**src/design/wph_pkg.sv**
```systemverilog
package wph_pkg;

  // default sizes
  localparam int unsigned BIN_BITS_DEF   = 16;
  localparam int unsigned COUNT_BITS_DEF = 32;
  localparam int unsigned MAX_DIM_DEF    = 4096;

  // fixed field widths
  localparam int unsigned REQ_W   = 2;
  localparam int unsigned VAL_W   = 16;
  localparam int unsigned COORD_W = 12;
  localparam int unsigned WIN_W   = 13;
  localparam int unsigned OUT_W   = 32;
  localparam int unsigned CFG_IDX_W  = 3;
  localparam int unsigned CFG_DATA_W = 13;

  // request codes
  localparam logic [REQ_W-1:0] REQ_COUNT = 2'd0;
  localparam logic [REQ_W-1:0] REQ_CLEAR = 2'd1;
  localparam logic [REQ_W-1:0] REQ_READ  = 2'd2;

  // pixel format codes
  localparam logic [1:0] FMT_U8  = 2'd0;
  localparam logic [1:0] FMT_U16 = 2'd1;
  localparam logic [1:0] FMT_U12 = 2'd2;

  // register indexes
  localparam logic [CFG_IDX_W-1:0] REG_FORMAT    = 3'd0;
  localparam logic [CFG_IDX_W-1:0] REG_ROW_FIRST = 3'd1;
  localparam logic [CFG_IDX_W-1:0] REG_ROW_END   = 3'd2;
  localparam logic [CFG_IDX_W-1:0] REG_COL_FIRST = 3'd3;
  localparam logic [CFG_IDX_W-1:0] REG_COL_END   = 3'd4;

  // value limits
  localparam logic [VAL_W-1:0] CLAMP12   = 16'd4095;
  localparam logic [WIN_W-1:0] WIN_RESET = 13'd4096;

  // controller to datapath
  typedef struct packed {
    logic take_item;
    logic lookup;
    logic update;
    logic clear_total;
    logic wipe_step;
    logic emit;
  } wph_cmd_t;

  // datapath to controller
  typedef struct packed {
    logic [REQ_W-1:0] req;
    logic             wipe_done;
    logic             out_free;
  } wph_status_t;

endpackage

```
**src/design/wph_ctrl.sv**
```systemverilog
module wph_ctrl
  import wph_pkg::*;
(
  input  logic        clk_i,
  input  logic        rst_ni,
  input  logic        in_valid_i,
  output logic        in_ready_o,
  input  wph_status_t status_i,
  output wph_cmd_t    cmd_o
);

  typedef enum logic [2:0] {
    S_INIT,
    S_IDLE,
    S_LOOKUP,
    S_UPDATE,
    S_CLEAR,
    S_EMIT
  } state_e;

  state_e state_q;

  // state register
  always_ff @(posedge clk_i or negedge rst_ni) begin
    if (!rst_ni) begin
      state_q <= S_INIT;
    end else begin
      unique case (state_q)
        S_INIT: begin
          if (status_i.wipe_done) state_q <= S_IDLE;
        end
        S_IDLE: begin
          if (in_valid_i) state_q <= S_LOOKUP;
        end
        S_LOOKUP: begin
          if (status_i.req == REQ_CLEAR) state_q <= S_CLEAR;
          else state_q <= S_UPDATE;
        end
        S_UPDATE: begin
          state_q <= S_EMIT;
        end
        S_CLEAR: begin
          if (status_i.wipe_done) state_q <= S_EMIT;
        end
        S_EMIT: begin
          if (status_i.out_free) state_q <= S_IDLE;
        end
        default: begin
          state_q <= S_IDLE;
        end
      endcase
    end
  end

  // command decode
  always_comb begin
    in_ready_o        = (state_q == S_IDLE);
    cmd_o             = '0;
    cmd_o.take_item   = (state_q == S_IDLE) && in_valid_i;
    cmd_o.lookup      = (state_q == S_LOOKUP);
    cmd_o.clear_total = (state_q == S_LOOKUP) && (status_i.req == REQ_CLEAR);
    cmd_o.update      = (state_q == S_UPDATE);
    cmd_o.wipe_step   = (state_q == S_INIT) || (state_q == S_CLEAR);
    cmd_o.emit        = (state_q == S_EMIT) && status_i.out_free;
  end

endmodule

```
**config.mk**
```make
export PLATFORM = sky130hd
export DESIGN_NAME = wph_ctrl
export DESIGN_NICKNAME = d
export VERILOG_FILES = /design/src/design/wph_pkg.sv /design/src/design/wph_ctrl.sv
export SDC_FILE = /design/constraint.sdc
export NUM_CORES = 1
export LEC_CHECK = 0
export BUFFER_PORTS_ARGS = -buffer_cell sky130_fd_sc_hd__buf_2
export CORE_AREA = 2 2 39 41
export CTS_CLUSTER_SIZE = 28
export DETAILED_ROUTE_END_ITERATION = 7
export DIE_AREA = 0 0 41 43
export PLACE_DENSITY_LB_ADDON = 0.2
export SLEW_MARGIN = 20
export SYNTH_ARGS = -nofsm -noshare
export SYNTH_HDL_FRONTEND = slang
export SYNTH_SLANG_ARGS = --single-unit
```
**constraint.sdc**
```tcl
create_clock -name clk_i -period 0.8 [get_ports clk_i]
set_input_delay 0 -clock clk_i [delete_from_list [all_inputs] [get_ports clk_i]]
set_output_delay 0 -clock clk_i [all_outputs]
set_load 0.01 [all_outputs]
```
==> summary.md <==
The flow ran to the end, but the final reports show violations. The checks that failed: setup timing. The netlist uses 14 different library cells.

The relative area change from synthesis to final layout is 128%. Traced cell by cell, the critical path runs through nor3b_4 -> and2_4 -> buf_6. TritonCTS built the clock tree. The finished cells cover 444 um2.

The part of the cycle the worst path needs was 1.47; the number of nets with antenna violations after detailed routing was 0. The run gives 0 as the final count of hold timing violations. The post-detailed-route wirelength per cell works out to 10.4 um. Final net count: 57. For this run, the slowest stage of the critical path takes 450 ps. The tools report the count of filler cells inserted in the layout as 155.

The average instance in the mapped netlist occupies 8.49 um2. In the final layout, the registers with the most flip-flops are state_q (3). The standard cell core area was 0.00138 mm2; the overall die height was 43 um. The via count of the first global-routing pass was 254; the routed wire length on met3 was 44 um. Ranked by flip-flop count, first place goes to state_q.

The peak supply drop came out at 0.861 mV. Setup repair after global routing could not meet its margin everywhere. The post-route minimum period is 1180 ps. Latest clock arrival within the worst-skew pair: 240 ps.

The switching power as a share of total power is 0.366. At the pin with the least slew margin, the transition time is 236 ps. Grouping stages by cell kind, the critical path spends the most delay in flip-flops. Die area: 0.00176 mm2. In this run the deepest clock path goes through 2 buffers. Power spread over the standard cell area amounts to 3800 mW/mm2. The run gives 1.10 mm as the first-pass GRT wire length. The run gives 0 as the number of remaining DRC errors. In the synthesized netlist, the number of instances is 23. STA classifies the critical path startpoint as a flip-flop. The number of cells on the critical path was 3. The number of buffers inserted during clock tree synthesis is 3, and the maximum fanout encountered on the critical timing path is 6. The synthesized design spends more area on one cell type than any other, namely sky130_fd_sc_hd__dfrtp_1. The combined global-route utilization of all metal layers is 0.0986. Row generation in the floorplan step produced 14 rows.

For the length of routed met2 wiring, the log shows 361 um. STA puts the critical path data arrival time at 1180 ps. The first routing iteration left 2 violations.

After synthesis the netlist holds a flip-flop and latch count of 3. The die is 41 um wide. For the post-route total power, the log shows 1.69 mW. In the final layout, the multi-input gates occupy 141 um2. The number of buffer cells added on primary ports was 13. Met1 wire length: 271 um. The total wirelength of the detailed-routed design was 678 um; the placed wire-length estimate after detailed placement was 459 um. The run gives 257 as the number of vias after detailed routing.

Clock tree synthesis found a total of 3 sinks. The total overflow left after global routing is 0. The tools report the count of H-tree levels built during CTS as 1. The sequential share of power came out at 0.230.

The length in cells of the worst reg-to-reg path was 4. After detailed routing, no signal wire sits above met3. The critical path is of the reg2out type.

The layout cell share with drive strength beyond 1 works out to 0.694. Summing every instance area after synthesis gives 195 um2. For the final-report max-slew violation count, the log shows 0.

The Yosys warning count is 0, and the net switching power of the design is 618 uW. The logs give 1.07 mW for the internal power summed over all cells and 30 for the post-synthesis net count. The post-CTS clock slew at the launch and capture registers of the worst setup and hold paths works out to 40 ps. During I/O placement, the number of pins put on the boundary was 14. For the initial core utilization, the log shows 0.141. The worst-case register-to-register setup slack is -300 ps.

Classification of the worst-slack hold path: in2reg. At the end of routability-driven placement, the weighted congestion stood at 0.699. The slowest stage of the critical path is the sky130_fd_sc_hd__dfrtp_2 cell. The tree is rooted in a sky130_fd_sc_hd__clkbuf_4. The area occupied by registers came out at 78.8 um2. Leakage power figure: 0.229 nW. After synthesis, the cell types taking the most area are sky130_fd_sc_hd__dfrtp_1 38%, sky130_fd_sc_hd__nor3_2 10%, sky130_fd_sc_hd__nand2b_1 6.4%. Setup violations remaining at the end of the flow were counted as 10. Before antenna repair, the detailed router went through 2 iterations. The number of buffer and inverter instances along the worst setup path is 1.

The worst hold path passes through 3 cells. The tools report the worst slew margin relative to its limit as 0.842. The top cell type's share of synthesized area is 0.385, and the portion of total power attributed to combinational logic is 0.606.

The logs give 338 um2 for the post-detailed-placement cell area and 0.164 for the portion of total power attributed to the clock network. For the proportion of synthesized chip area in sequential cells, the log shows 0.385. The register with the most flip-flops in the layout has 3 of them. For the final worst-path setup slack, the log shows -376 ps. The run gives 0 as the initial antenna violation count. Post-detailed-route via-to-cell ratio: 3.95. The kind of end point of the critical path is an output port. For this run, the top clock speed supported by timing is 851 MHz. The number of maximum-capacitance constraint violations is 0.

The worst clock skew is 5.03 ps. The largest net degree at the start of global routing is 7, and the data required time of the critical path is 800 ps. The antenna diode instance count came out at 0.
cells in the mapped netlist, drive strengths merged:
cell type / count
nor3b: 1
nor3: 3
nand3: 1
inv: 1
nand2: 3
nor2b: 1
a21oi: 2
nand2b: 2
o21bai: 1
and3: 1
nor2: 3
and2: 1
dfrtp: 3
metrics by stage:
stage                     instances  setup TNS [ps]  hold WS [ps]   util  setup WS [ps]
after floorplan                  23            -498          -296      -           -225
after global placement           56           -1270          -196  0.244           -203
after detailed placement         56           -1220          -196  0.244           -205
after CTS                        65           -2780          20.3  0.312           -393
after global routing             65           -3310          20.9  0.321           -438
final                            65           -2730          27.6  0.321           -376
cells in the final DEF (no fill, tap or decap):
| master | instances |
|---|---|
| sky130_fd_sc_hd__a21oi_1 | 2 |
| sky130_fd_sc_hd__and2_4 | 1 |
| sky130_fd_sc_hd__and3_1 | 1 |
| sky130_fd_sc_hd__buf_12 | 1 |
| sky130_fd_sc_hd__buf_2 | 10 |
| sky130_fd_sc_hd__buf_4 | 5 |
| sky130_fd_sc_hd__buf_6 | 5 |
| sky130_fd_sc_hd__clkbuf_1 | 1 |
| sky130_fd_sc_hd__clkbuf_4 | 3 |
| sky130_fd_sc_hd__dfrtp_2 | 3 |
| sky130_fd_sc_hd__dlygate4sd3_1 | 1 |
| sky130_fd_sc_hd__inv_1 | 1 |
| sky130_fd_sc_hd__nand2_1 | 3 |
| sky130_fd_sc_hd__nand2b_1 | 1 |
| sky130_fd_sc_hd__nand2b_4 | 1 |
| sky130_fd_sc_hd__nand3_1 | 1 |
| sky130_fd_sc_hd__nor2_1 | 2 |
| sky130_fd_sc_hd__nor2_2 | 1 |
| sky130_fd_sc_hd__nor2b_2 | 1 |
| sky130_fd_sc_hd__nor3_1 | 1 |
| sky130_fd_sc_hd__nor3_2 | 1 |
| sky130_fd_sc_hd__nor3_4 | 1 |
| sky130_fd_sc_hd__nor3b_4 | 1 |
| sky130_fd_sc_hd__o21bai_1 | 1 |
power groups by stage:
stage	clock [mW]	combinational, mW	sequential, mW
6_report	0.277	1.02	0.389
3_5_place_dp	0	0.766	0.368
4_1_cts	0.281	1.01	0.373
5_1_grt	0.305	1.13	0.404
3_3_place_gp	0	0.766	0.376
2_1_floorplan	0	0.382	0.346
final timing paths:
path                                 start          to
worst max-delay path            state_q[0]    cmd_o[5]
worst min-delay path            in_valid_i  state_q[1]
worst max register to register  state_q[0]  state_q[0]
worst min register to register  state_q[2]  state_q[1]
max in group asynchronous           rst_ni  state_q[0]
min in group asynchronous           rst_ni  state_q[1]
worst reg2reg max path, cell delays in order (launching register included):
cell,delay [ps]
sky130_fd_sc_hd__dfrtp_2,460
sky130_fd_sc_hd__buf_12,150
sky130_fd_sc_hd__nor3_4,190
sky130_fd_sc_hd__buf_4,140
sky130_fd_sc_hd__nor3_2,30
cells by family after synthesis:
family                 count (synthesis)  synth area share
AOI/OAI and AO/OA                      3            0.0898
buffers and inverters                  1            0.0192
DFF                                    3             0.385
and+or+nand+nor                       16             0.506
area by class of cell:
type,count,area share
inverters,1,0.00845
repair buffers,22,0.392
multi-input cells,19,0.318
clock buffers,4,0.0592
well taps,16,0.0451
flip-flops and latches,3,0.177
metal layers:
metal / track usage / vias up
met5: 0 / -
met4: 0.100 / 0
met3: 0.0419 / 0
met2: 0.128 / 9
met1: 0.110 / 120
li1: - / 128
repair_timing:
| item | in CTS | in global routing |
|---|---|---|
| pin swaps | 3 | 2 |
| resized for setup | 6 | 4 |
| setup buffers | 5 | 0 |
| endpoints found under the hold margin | 3 | 0 |
| hold buffers | 1 | 0 |
| endpoints found under the setup margin | 10 | 10 |
No activity file was read; power rests on OpenSTA's default activity.
